[src/hw/rtl/itrt_pkg.sv]
// itrt_pkg: shared types, constants and lookups for the integer to radix text block
// used by itrt_div, itrt_cell and integer_to_radix_text_top; no dependencies
`timescale 1ns / 1ps

package itrt_pkg;

    localparam int WordBits   = 32;
    localparam int RadixBits  = 6;
    localparam int CharBits   = 8;
    localparam int CfgIdxBits = 8;
    localparam int CfgDatBits = 8;
    localparam int StackDepth = WordBits;
    localparam int CntBits    = $clog2(StackDepth + 1);

    localparam logic [RadixBits-1:0] RadixMin   = RadixBits'(2);
    localparam logic [RadixBits-1:0] RadixMax   = RadixBits'(36);
    localparam logic [RadixBits-1:0] RadixTen   = RadixBits'(10);
    localparam logic [RadixBits-1:0] RadixReset = RadixBits'(10);

    localparam logic [CfgIdxBits-1:0] CfgRadix  = CfgIdxBits'(0);
    localparam logic [CfgIdxBits-1:0] CfgSigned = CfgIdxBits'(1);

    localparam logic [CharBits-1:0] CharZero   = 8'h30;
    localparam logic [CharBits-1:0] CharLetter = 8'h37;  // 'A' minus ten
    localparam logic [CharBits-1:0] CharMinus  = 8'h2D;

    // floor(2^WordBits / d), entries below two repeat the base-two value
    localparam logic [63:0] Pow = 64'd1 << WordBits;
    localparam logic [WordBits-1:0] Recip [0:36] = '{
        WordBits'(Pow / 64'd2),  WordBits'(Pow / 64'd2),  WordBits'(Pow / 64'd2),
        WordBits'(Pow / 64'd3),  WordBits'(Pow / 64'd4),  WordBits'(Pow / 64'd5),
        WordBits'(Pow / 64'd6),  WordBits'(Pow / 64'd7),  WordBits'(Pow / 64'd8),
        WordBits'(Pow / 64'd9),  WordBits'(Pow / 64'd10), WordBits'(Pow / 64'd11),
        WordBits'(Pow / 64'd12), WordBits'(Pow / 64'd13), WordBits'(Pow / 64'd14),
        WordBits'(Pow / 64'd15), WordBits'(Pow / 64'd16), WordBits'(Pow / 64'd17),
        WordBits'(Pow / 64'd18), WordBits'(Pow / 64'd19), WordBits'(Pow / 64'd20),
        WordBits'(Pow / 64'd21), WordBits'(Pow / 64'd22), WordBits'(Pow / 64'd23),
        WordBits'(Pow / 64'd24), WordBits'(Pow / 64'd25), WordBits'(Pow / 64'd26),
        WordBits'(Pow / 64'd27), WordBits'(Pow / 64'd28), WordBits'(Pow / 64'd29),
        WordBits'(Pow / 64'd30), WordBits'(Pow / 64'd31), WordBits'(Pow / 64'd32),
        WordBits'(Pow / 64'd33), WordBits'(Pow / 64'd34), WordBits'(Pow / 64'd35),
        WordBits'(Pow / 64'd36)
    };

    typedef enum logic [1:0] {
        OP_HOLD,
        OP_PUSH,
        OP_POP
    } t_stack_op;

    typedef enum logic [2:0] {
        S_IDLE,
        S_DIV_START,
        S_DIV_WAIT,
        S_SIGN,
        S_EMIT
    } t_state;

    function automatic logic [CharBits-1:0] digit_char(input logic [RadixBits-1:0] d);
        logic [CharBits-1:0] c;
        if (d < RadixTen) begin
            c = CharZero + CharBits'(d);
        end else begin
            c = CharLetter + CharBits'(d);
        end
        return c;
    endfunction

endpackage

[src/hw/rtl/itrt_div.sv]
// itrt_div: divides a word by a small radix through a reciprocal multiply and one correction
// depends on itrt_pkg; result is valid in the cycle after start
`timescale 1ns / 1ps

module itrt_div (
    input  logic                           i_clk,
    input  logic                           i_rst_n,
    input  logic                           i_start,
    input  logic [itrt_pkg::WordBits-1:0]  i_dividend,
    input  logic [itrt_pkg::RadixBits-1:0] i_divisor,
    output logic                           o_done,
    output logic [itrt_pkg::WordBits-1:0]  o_quotient,
    output logic [itrt_pkg::RadixBits-1:0] o_remainder
);
    import itrt_pkg::*;

    logic                   r_busy;
    logic [WordBits-1:0]    r_num;
    logic [RadixBits-1:0]   r_den;
    logic [2*WordBits-1:0]  r_prod;

    logic [WordBits-1:0]    w_q_est;
    logic [WordBits-1:0]    w_qd;
    logic [WordBits-1:0]    w_rem_raw;
    logic [WordBits-1:0]    w_rem;

    always_ff @(posedge i_clk) begin
        if (!i_rst_n) begin
            r_busy <= 1'b0;
        end else begin
            r_busy <= i_start;
        end
    end

    always_ff @(posedge i_clk) begin
        if (i_start) begin
            r_num  <= i_dividend;
            r_den  <= i_divisor;
            r_prod <= {{WordBits{1'b0}}, i_dividend} * {{WordBits{1'b0}}, Recip[i_divisor]};
        end
    end

    // estimate is at most one below the true quotient
    always_comb begin
        w_q_est   = r_prod[2*WordBits-1:WordBits];
        w_qd      = WordBits'(w_q_est * WordBits'(r_den));
        w_rem_raw = r_num - w_qd;
        if (w_rem_raw >= WordBits'(r_den)) begin
            o_quotient = w_q_est + WordBits'(1);
            w_rem      = w_rem_raw - WordBits'(r_den);
        end else begin
            o_quotient = w_q_est;
            w_rem      = w_rem_raw;
        end
        o_remainder = w_rem[RadixBits-1:0];
    end

    assign o_done = r_busy;

endmodule

[src/hw/rtl/itrt_cell.sv]
// itrt_cell: one digit slot of the digit stack, shifts toward either neighbor
// depends on itrt_pkg for the stack operation type
`timescale 1ns / 1ps

module itrt_cell (
    input  logic                           i_clk,
    input  itrt_pkg::t_stack_op            i_op,
    input  logic [itrt_pkg::RadixBits-1:0] i_from_left,
    input  logic [itrt_pkg::RadixBits-1:0] i_from_right,
    output logic [itrt_pkg::RadixBits-1:0] o_digit
);
    import itrt_pkg::*;

    logic [RadixBits-1:0] r_digit;

    always_ff @(posedge i_clk) begin
        case (i_op)
            OP_PUSH: r_digit <= i_from_left;
            OP_POP:  r_digit <= i_from_right;
            default: r_digit <= r_digit;
        endcase
    end

    assign o_digit = r_digit;

endmodule

[src/hw/rtl/integer_to_radix_text_top.sv]
// integer_to_radix_text_top: converts words to ascii digit text in a configurable base
// depends on itrt_pkg, itrt_div and itrt_cell
`timescale 1ns / 1ps

// usage:
//   slave stream takes one 32-bit word per transfer (tdata = value)
//   master stream returns one ascii character per transfer, most significant digit
//   first, tdata = text_char, tlast marks the final character of the number
//   config channel writes register index 0 (radix, data[5:0]) or 1 (signed_mode,
//   data[0]); writes are always ready and must be made by the user while the block
//   is idle; the block itself does not enforce this
// timing:
//   one word is handled at a time; tready on the slave side is high only when idle
//   digit extraction runs through the reciprocal divider as a multiply step and then
//   a correction step; the digits are pushed into a row of shifting cells that pop
//   them back most significant first
//   the output register keeps taking characters while the receiver takes them;
//   a stall on the master side simply holds the current character
//   reset sets radix to ten, signed mode on, and leaves the block idle

module integer_to_radix_text_top (
    input  logic                            i_clk,
    input  logic                            i_rst_n,
    // slave stream, tdata: value[31:0]
    input  logic                            i_s_axis_tvalid,
    output logic                            o_s_axis_tready,
    input  logic [itrt_pkg::WordBits-1:0]   i_s_axis_tdata,
    // master stream, tdata: text_char[7:0]
    output logic                            o_m_axis_tvalid,
    input  logic                            i_m_axis_tready,
    output logic [itrt_pkg::CharBits-1:0]   o_m_axis_tdata,
    output logic                            o_m_axis_tlast,
    // configuration writes
    input  logic                            i_cfg_valid,
    output logic                            o_cfg_ready,
    input  logic [itrt_pkg::CfgIdxBits-1:0] i_cfg_index,
    input  logic [itrt_pkg::CfgDatBits-1:0] i_cfg_data
);
    import itrt_pkg::*;

    logic [RadixBits-1:0] r_radix;
    logic                 r_signed;
    t_state               r_state, n_state;
    logic [WordBits-1:0]  r_mag, n_mag;
    logic [CntBits-1:0]   r_cnt, n_cnt;
    logic                 r_neg, n_neg;
    logic                 r_out_valid, n_out_valid;
    logic [CharBits-1:0]  r_out_char, n_out_char;
    logic                 r_out_last, n_out_last;

    logic [RadixBits-1:0] w_base;
    logic                 w_slot_free;
    logic                 w_in_neg;
    t_stack_op            w_op;
    logic                 w_div_start;
    logic                 w_div_done;
    logic [WordBits-1:0]  w_div_quot;
    logic [RadixBits-1:0] w_div_rem;
    logic [RadixBits-1:0] w_cell [0:StackDepth-1];

    assign o_cfg_ready = 1'b1;

    always_ff @(posedge i_clk) begin
        if (!i_rst_n) begin
            r_radix  <= RadixReset;
            r_signed <= 1'b1;
        end else if (i_cfg_valid) begin
            unique case (i_cfg_index)
                CfgRadix:  r_radix  <= i_cfg_data[RadixBits-1:0];
                CfgSigned: r_signed <= i_cfg_data[0];
                default:   ;
            endcase
        end
    end

    always_comb begin
        if (r_radix < RadixMin) begin
            w_base = RadixMin;
        end else if (r_radix > RadixMax) begin
            w_base = RadixMax;
        end else begin
            w_base = r_radix;
        end
    end

    itrt_div u_div (
        .i_clk       (i_clk),
        .i_rst_n     (i_rst_n),
        .i_start     (w_div_start),
        .i_dividend  (r_mag),
        .i_divisor   (w_base),
        .o_done      (w_div_done),
        .o_quotient  (w_div_quot),
        .o_remainder (w_div_rem)
    );

    // digit stack: cell 0 is the top, pushes move toward the end of the row
    for (genvar g = 0; g < StackDepth; g++) begin : g_cell
        logic [RadixBits-1:0] w_left;
        logic [RadixBits-1:0] w_right;
        if (g == 0) begin : g_head
            assign w_left = w_div_rem;
        end else begin : g_body
            assign w_left = w_cell[g-1];
        end
        if (g == StackDepth - 1) begin : g_tail
            assign w_right = w_cell[g];
        end else begin : g_inner
            assign w_right = w_cell[g+1];
        end
        itrt_cell u_cell (
            .i_clk        (i_clk),
            .i_op         (w_op),
            .i_from_left  (w_left),
            .i_from_right (w_right),
            .o_digit      (w_cell[g])
        );
    end

    assign w_slot_free = !r_out_valid || i_m_axis_tready;
    assign w_in_neg    = r_signed && (w_base == RadixTen) && i_s_axis_tdata[WordBits-1];

    always_ff @(posedge i_clk) begin
        if (!i_rst_n) begin
            r_state     <= S_IDLE;
            r_cnt       <= '0;
            r_neg       <= 1'b0;
            r_mag       <= '0;
            r_out_valid <= 1'b0;
        end else begin
            r_state     <= n_state;
            r_cnt       <= n_cnt;
            r_neg       <= n_neg;
            r_mag       <= n_mag;
            r_out_valid <= n_out_valid;
        end
    end

    always_ff @(posedge i_clk) begin
        r_out_char <= n_out_char;
        r_out_last <= n_out_last;
    end

    always_comb begin
        n_state     = r_state;
        n_mag       = r_mag;
        n_cnt       = r_cnt;
        n_neg       = r_neg;
        n_out_valid = w_slot_free ? 1'b0 : r_out_valid;
        n_out_char  = r_out_char;
        n_out_last  = r_out_last;
        w_op        = OP_HOLD;
        w_div_start = 1'b0;
        unique case (r_state)
            S_IDLE: begin
                if (i_s_axis_tvalid) begin
                    n_neg   = w_in_neg;
                    n_mag   = w_in_neg ? (~i_s_axis_tdata + WordBits'(1)) : i_s_axis_tdata;
                    n_cnt   = '0;
                    n_state = S_DIV_START;
                end
            end
            S_DIV_START: begin
                w_div_start = 1'b1;
                n_state     = S_DIV_WAIT;
            end
            S_DIV_WAIT: begin
                if (w_div_done) begin
                    w_op  = OP_PUSH;
                    n_cnt = r_cnt + CntBits'(1);
                    n_mag = w_div_quot;
                    if (w_div_quot == '0) begin
                        n_state = r_neg ? S_SIGN : S_EMIT;
                    end else begin
                        n_state = S_DIV_START;
                    end
                end
            end
            S_SIGN: begin
                if (w_slot_free) begin
                    n_out_valid = 1'b1;
                    n_out_char  = CharMinus;
                    n_out_last  = 1'b0;
                    n_state     = S_EMIT;
                end
            end
            S_EMIT: begin
                if (w_slot_free) begin
                    n_out_valid = 1'b1;
                    n_out_char  = digit_char(w_cell[0]);
                    n_out_last  = (r_cnt == CntBits'(1));
                    w_op        = OP_POP;
                    n_cnt       = r_cnt - CntBits'(1);
                    if (r_cnt == CntBits'(1)) begin
                        n_state = S_IDLE;
                    end
                end
            end
            default: n_state = S_IDLE;
        endcase
    end

    assign o_s_axis_tready = (r_state == S_IDLE);
    assign o_m_axis_tvalid = r_out_valid;
    assign o_m_axis_tdata  = r_out_char;
    assign o_m_axis_tlast  = r_out_last;

    a_idle_empty: assert property (@(posedge i_clk) disable iff (!i_rst_n)
        (r_state == S_IDLE) |-> (r_cnt == '0))
        else $error("digit stack not empty while idle");

    a_emit_nonempty: assert property (@(posedge i_clk) disable iff (!i_rst_n)
        (r_state == S_EMIT) |-> (r_cnt != '0))
        else $error("emitting from an empty digit stack");

    a_no_overflow: assert property (@(posedge i_clk) disable iff (!i_rst_n)
        (r_state == S_DIV_WAIT) |-> (r_cnt < CntBits'(StackDepth)))
        else $error("digit stack overflow");

    a_rem_range: assert property (@(posedge i_clk) disable iff (!i_rst_n)
        w_div_done |-> (w_div_rem < w_base))
        else $error("divider remainder not below radix");

endmodule
[config.mk]
export PLATFORM = sky130hd
export DESIGN_NAME = integer_to_radix_text_top
export DESIGN_NICKNAME = d
export VERILOG_FILES = /design/src/hw/rtl/itrt_pkg.sv /design/src/hw/rtl/itrt_div.sv /design/src/hw/rtl/itrt_cell.sv /design/src/hw/rtl/integer_to_radix_text_top.sv
export SDC_FILE = /design/constraint.sdc
export NUM_CORES = 2
export LEC_CHECK = 0
export ABC_CLOCK_PERIOD_IN_PS = 12800
export BUFFER_PORTS_ARGS = -buffer_cell sky130_fd_sc_hd__buf_2
export CORE_ASPECT_RATIO = 0.9
export CORE_UTILIZATION = 61
export DETAILED_ROUTE_END_ITERATION = 12
export GPL_ROUTABILITY_DRIVEN = 0
export PLACE_DENSITY = 0.82
export SYNTH_ARGS = -nofsm -noshare
export SYNTH_HDL_FRONTEND = slang
export SYNTH_SLANG_ARGS = --single-unit
[constraint.sdc]
create_clock -name i_clk -period 12.8 [get_ports i_clk]
set_clock_uncertainty 0.2 [all_clocks]
set_input_delay 2.56 -clock i_clk [delete_from_list [all_inputs] [get_ports i_clk]]
set_output_delay 2.56 -clock i_clk [all_outputs]
set_load 0.02 [all_outputs]
== Word level (Yosys, flattened, before mapping) ==
Memory sizes are Yosys's and may differ from the RTL's.
Index checks and enable logic that the tools add are counted.

* Register bits after elaboration: 354
* ROM bits: 2,048
* Bits of input ports: 53
* Output and inout port bits: 12
* Memories kept: 1

* Add/sub/neg operators: 8
* $mul: 2
* Magnitude comparators: 5
* Eq/ne operators: 14
* Mux-type cells: 67
* Bitwise gates (word level): 2
* Reduce and logical (&&, ||, !) cells: 19

{| class="wikitable"
|+ Memories
! memory !! words !! bits a word !! read ports !! clocked after Yosys merged registers in !! write ports !! RTL line !! RTL
|-
| (name not given) || 64 || 32 || 1 || 0 || 0 || itrt_div.sv:39 || <nowiki>r_prod <= {{WordBits{1'b0}}, i_dividend} * {{WordBits{1'b0}}, Recip[i_divisor]};</nowiki>
|}

{| class="wikitable"
|+ Operator list
! operator !! count
|-
| $pmux 6 s2 || 31
|-
| $mux 32 || 6
|-
| $add 32x1->32 const B || 2
|-
| $mul 32x32->64 || 1
|-
| $pmux 32 s2 || 1
|-
| $mux 6 || 6
|-
| $ge 32x6->1 || 1
|-
| $logic_not 32->1 || 1
|-
| $mul 32x6->32 || 1
|-
| $not 32->32 || 1
|-
| $sub 32x32->32 || 1
|-
| $mux 3 || 7
|-
| $pmux 6 s3 || 1
|-
| $mux 8 || 2
|-
| $pmux 8 s2 || 1
|-
| $pmux 3 s5 || 1
|-
| $add 6x6->7 const A || 2
|-
| $eq 8x1->1 const B || 1
|-
| $logic_not 8->1 || 1
|-
| $ne 2x2->1 const B || 4
|-
| $ge 7x7->1 const B || 1
|-
| $mux 1 || 7
|-
| $mux 7 || 1
|-
| $not 6->7 || 1
|-
| other kinds (28) || 35
|}

== Logic depth before layout (Yosys ltp) ==
* Depth in word-level cells: 9
* Mapped depth: 45
* Gate-level depth less buffers: 42

== Cells and area by module ==
From an unflattened synthesis, not the netlist that was laid out.

* Cells, all modules: 5,699
* Area, all modules: 56,238.9 sq um

{| class="wikitable"
|+ Modules (own cells, without submodules)
! module !! instances !! cells an instance !! area an instance (sq um) !! sequential area each (sq um)
|-
| itrt_div || 1 || 4,722 || 42,894.9 || 2,122.0
|-
| itrt_cell || 32 || 16 || 301.5 || 180.2
|-
| integer_to_radix_text_top || 1 || 465 || 3,694.8 || 1,241.2
|}

== Least setup slack after synthesis ==
Ideal clock, no wire load.

* Kind: flip-flop to flip-flop
* From: register r_radix[2]
* To: register u_div.r_prod[57] (data pin)
* Arrival time: 9.970 ns
* Required time: 12.338 ns
* Slack: 2.368 ns
* Stages on the path, launching flop included: 39
* Clock period less this slack: 10.432 ns
* Cell sequence: dfxtp_1 clkbuf_1 nor3_1 nand2b_1 nand2_1 nand2_1 clkinv_1 ha_1 clkbuf_1 o211ai_1 o21ai_0 a221oi_1 clkbuf_1 nor2b_1 fa_1 fa_1 fa_1 inv_1 (+3 left out) fa_1 fa_1 fa_1 ha_1 a21o_1 a21o_1 a221oi_1 o21ai_0 a221oi_1 o31a_1 o21ai_1 a41o_1 a41oi_1 o21ai_1 nand2b_1 a21o_1 a211oi_1 a21oi_1

* Longest elaborated chain between the ends: 8

{| class="wikitable"
|+ Ends and longest elaborated chain
! what !! RTL line !! RTL
|-
| start: declaration || integer_to_radix_text_top.sv:41 || <nowiki>logic [RadixBits-1:0] r_radix;</nowiki>
|-
| start signal: assignment || integer_to_radix_text_top.sv:65 || <nowiki>r_radix <= RadixReset;</nowiki>
|-
| start signal: assignment || integer_to_radix_text_top.sv:69 || <nowiki>CfgRadix: r_radix <= i_cfg_data[RadixBits-1:0];</nowiki>
|-
| $gt 6x6->1 || integer_to_radix_text_top.sv:79 || <nowiki>end else if (r_radix > RadixMax) begin</nowiki>
|-
| $mux 6 || integer_to_radix_text_top.sv:79 ||
|-
| $mux 6 (*) || integer_to_radix_text_top.sv:77 || <nowiki>if (r_radix < RadixMin) begin</nowiki>
|-
| via u_div.i_divisor, one bit || itrt_div.sv:10 || <nowiki>input logic [itrt_pkg::RadixBits-1:0] i_divisor,</nowiki>
|-
| $not 6->7 (implied by the code) (*) || itrt_div.sv:39 ||
|-
| $mem_v2 64x32 (*) || n/a ||
|-
| $mux 32 (implied by the code) (*) (2 in series) || itrt_div.sv:39 ||
|-
| $mul 32x32->64 (*) || itrt_div.sv:39 ||
|-
| end signal: assignment || itrt_div.sv:39 ||
|-
| end: declaration || itrt_div.sv:20 || <nowiki>logic [2*WordBits-1:0] r_prod;</nowiki>
|}

The timed path passes the listed nets; every way through them passes the cells marked *. The select of a mux whose other input is x is not followed.
A chain may end at the register's enable or synchronous reset.

== Worst setup path after layout ==
* From: register r_radix[4]
* To: register u_div.r_prod[62] (data pin)

* Longest elaborated chain between the ends: 8

{| class="wikitable"
|+ Ends and longest elaborated chain
! what !! RTL line
|-
| $gt 6x6->1 || integer_to_radix_text_top.sv:79
|-
| $mux 6 || integer_to_radix_text_top.sv:79
|-
| $mux 6 (*) || integer_to_radix_text_top.sv:77
|-
| $not 6->7 (implied by the code) (*) || itrt_div.sv:39
|-
| $mem_v2 64x32 (*) || n/a
|-
| $mux 32 (implied by the code) (*) (2 in series) || itrt_div.sv:39
|-
| $mul 32x32->64 (*) || itrt_div.sv:39
|}

Mark *: on every way between the ends. The rest lies on a longest branch, timed or not. The select of a mux whose other input is x is not followed.

==> qor.csv <==
metric,value,unit
DR WL/cell,20.4,um
ys flop type,edfxtp_1,
worst reg2reg setup slack,780,ps
CP max stage cell,fa_1,
CTS Root Cell,clkbuf_16,
RSZ-0062 raised after global routing,no,
Detailed Routing Iterations Pass 1,8,
antenna violations before repair,3,
asr flop ratio synth,0,%
worst-path fanout max,37,
"CP delay by family, top",adder cells,
warnings from Yosys,0,
Final Setup Violations,0,
Total GRT Usage,31.5,%
cts hold-fix bufs,0,
via count,40239,
Avg Inst Size Synth,9.60,sq um
Layout Nets,6949,
FF/Latch Area,9130,sq um
Max Cap Violations,0,
Initial Util,61.9,%
Post-CTS Setup Bufs,0,
core box area,88100,sq um
synthesis-stage register bit count,321,
IO Pins,65,
"Slew Viols, Final",0,
largest net degree at the start of global routing,125,
fillers,6695,
die area,90700,sq um
final design utilization,64.6,%
post-cts sizing count,0,
crit path launch type,flop,
Buf/Inv on CP,7,
worst r2r src,r_radix[4],
final wirelength,137000,um
vias in the first global route,43014,
placed insts,6663,
post-DR vias/cell,5.99,
register area share after synthesis,16.7,%
Post-Syn Instances,5683,
"Net Count, Synth",7093,
grt ovf,0,
Clock Sinks,321,
setup tns final,0,ps
area delta synth->final,4.37,%
crit end category,flop,
Final min period,12020,ps
Fmax,0.0832,GHz
clock slew at reported path FFs,70,ps
die height,286,um
Worst Hold Class,reg -> reg,
area of the multi-input gates,40500,sq um
final worst-path cycle share,93.9,%
path depth of the worst reg2reg path,38,
Critical Path AT,12160,ps
hold wc startpoint,r_mag[2],
Num CTS Buffers,29,
DR DRC count,0,
most frequent CP cell,fa_1,
antenna violation net count after detailed routing,0,
Initial DRC Count,3949,
worst hold path cell count,0,
Non-Filler Instances,6717,
layout cells sized above 1,8.00,%
Cell variety after synth,98,
TritonCTS clock tree,built,
worst reg2reg path endpoint,u_div.r_prod[62],
DP HPWL,104000,um
# diodes,0,
H-tree levels,1,
Die W,317,um
Worst-Margin Slew,1240,ps
endpoints failing hold,0,
kind of critical path,reg -> reg,
Placement Rows,103,
first-pass GRT wire length,225000,um
CP peak stage delay,600,ps
Area after DPL,56000,sq um
I/O Buffers,60,
Worst EP required,12940,ps
Post-synth EDFFs,270,
Worst Hold End,u_div.r_num[2],
status,"complete, no violations",
final instance area,57000,sq um
CTS Buffer Depth,3,
Netlist Area Pre-Place,54600,sq um
Clock Latency Late Sink,600,ps
Relative slew margins,17.5,%
==> state kept, by name (all words and copies together) (netlist names), named ones only <==
name / flops
g_cell.u_cell.o_digit: 192
r_mag: 32
u_div.r_num: 32
u_div.r_prod: 32
o_m_axis_tdata: 7
r_cnt: 6
r_radix: 6
u_div.r_den: 6
r_state: 3
o_m_axis_tlast: 1
r_neg: 1
r_signed: 1
u_div.o_done: 1
==> per-layer routing <==
layer  up-vias  track usage, %  routed length [um]
li1      17358               -                   -
met1     20214            42.1               52600
met2      2233            49.8               63500
met3       434            6.42               14300
met4         0            13.7                6920
met5         -               0                   0
==> cell usage in the layout (no fill, tap or decap), types with 20 or more instances in the layout <==
cell / Yosys / routed
and3_1: 20 / 20
a21oi_1: 152 / 146
xnor2_1: 67 / 67
o21ai_0: 98 / 95
a21o_1: 32 / 32
ha_1: 325 / 324
edfxtp_1: 270 / 270
a211oi_1: 24 / 24
nor2b_1: 89 / 89
nand3_1: 48 / 48
buf_2: 9 / 60
nor2_1: 184 / 181
nand2_1: 783 / 783
dfxtp_1: 51 / 48
fa_1: 1032 / 1032
buf_4: 4 / 98
clkbuf_16: 0 / 30
nor3_1: 33 / 32
o211ai_1: 34 / 34
and2_1: 516 / 516
mux2_2: 177 / 177
xor2_1: 50 / 50
inv_1: 1011 / 1010
nand2b_1: 31 / 31
==> synthesized netlist by cell type, types with 9 or more instances <==
library cell	instances	area share (%)
nand3_1	48	0.44
nand2b_1	31	0.36
or4_1	13	0.18
a21oi_1	152	1.4
nor3_1	33	0.30
a211oi_1	24	0.33
and3_1	20	0.23
xor2_1	50	0.80
and2_1	516	5.9
or2_2	11	0.13
clkbuf_1	313	2.2
nor4_1	14	0.16
xnor2_1	67	1.1
nor2_1	184	1.3
o21a_1	19	0.26
ha_1	325	7.5
mux2i_1	16	0.29
a221oi_1	9	0.14
o31ai_1	18	0.25
inv_1	1011	7.0
buf_2	9	0.083
nand2_1	783	5.4
edfxtp_1	270	15
dfxtp_1	51	1.9
o211ai_1	34	0.47
fa_1	1032	38
mux2_2	177	3.7
o22ai_1	9	0.10
o21ai_0	98	0.90
o21ai_1	16	0.15
nand4_1	19	0.22
a31oi_1	13	0.15
nor2b_1	89	1.0
or3_1	14	0.16
a21o_1	32	0.44
==> cell type report <==
cell class	count	share of cell area [%]
sequential	321	16.0
inverter	1019	6.72
clock inverter	12	0.268
tap	1155	2.54
clock buffer	42	1.47
timing repair buffer	158	1.82
multi-input combinational	4010	71.2
==> worst reg2reg max path: cells and delay by family, from the launching register on <==
family,cells,cell delay (ps)
DFF,1,310
AOI/OAI and AO/OA,16,3910
adders and majority gates,9,4450
buffers and inverters,7,1350
and+or+nand+nor,6,1540
==> how the worst max path moves through the flow <==
stage,from,to,slack (ps),cells past startpoint
6_report,r_radix[4],u_div.r_prod[62],780,38
5_1_grt,r_radix[4],u_div.r_prod[62],190,40
4_1_cts,r_radix[4],u_div.r_prod[61],980,38
3_5_place_dp,r_radix[4],u_div.r_prod[61],1060,38
3_3_place_gp,r_radix[4],u_div.r_prod[62],1160,38
2_1_floorplan,r_radix[2],u_div.r_prod[57],2370,38
==> kinds of logic after synthesis <==
| family | count (synthesis) | share of synthesized area (%) |
|---|---|---|
| compound gates | 525 | 6.32 |
| xor+xnor | 118 | 1.92 |
| fa+ha+maj | 1357 | 45.3 |
| buf+inv | 1352 | 9.35 |
| flops | 321 | 16.7 |
| mux | 193 | 3.95 |
| other cells | 2 | 0.0138 |
| simple gates | 1815 | 16.4 |
==> metrics by stage <==
step / hold WS [ps] / worst slack (ps)
after floorplan: 206 / 2370
after global placement: 212 / 1160
after detailed placement: 216 / 1060
after CTS: 236 / 977
after global routing: 252 / 195
final: 241 / 780
Power is left out: the tool's default activity adds up to more than one toggle a clock period on the data nets, which glitch-free logic cannot reach.
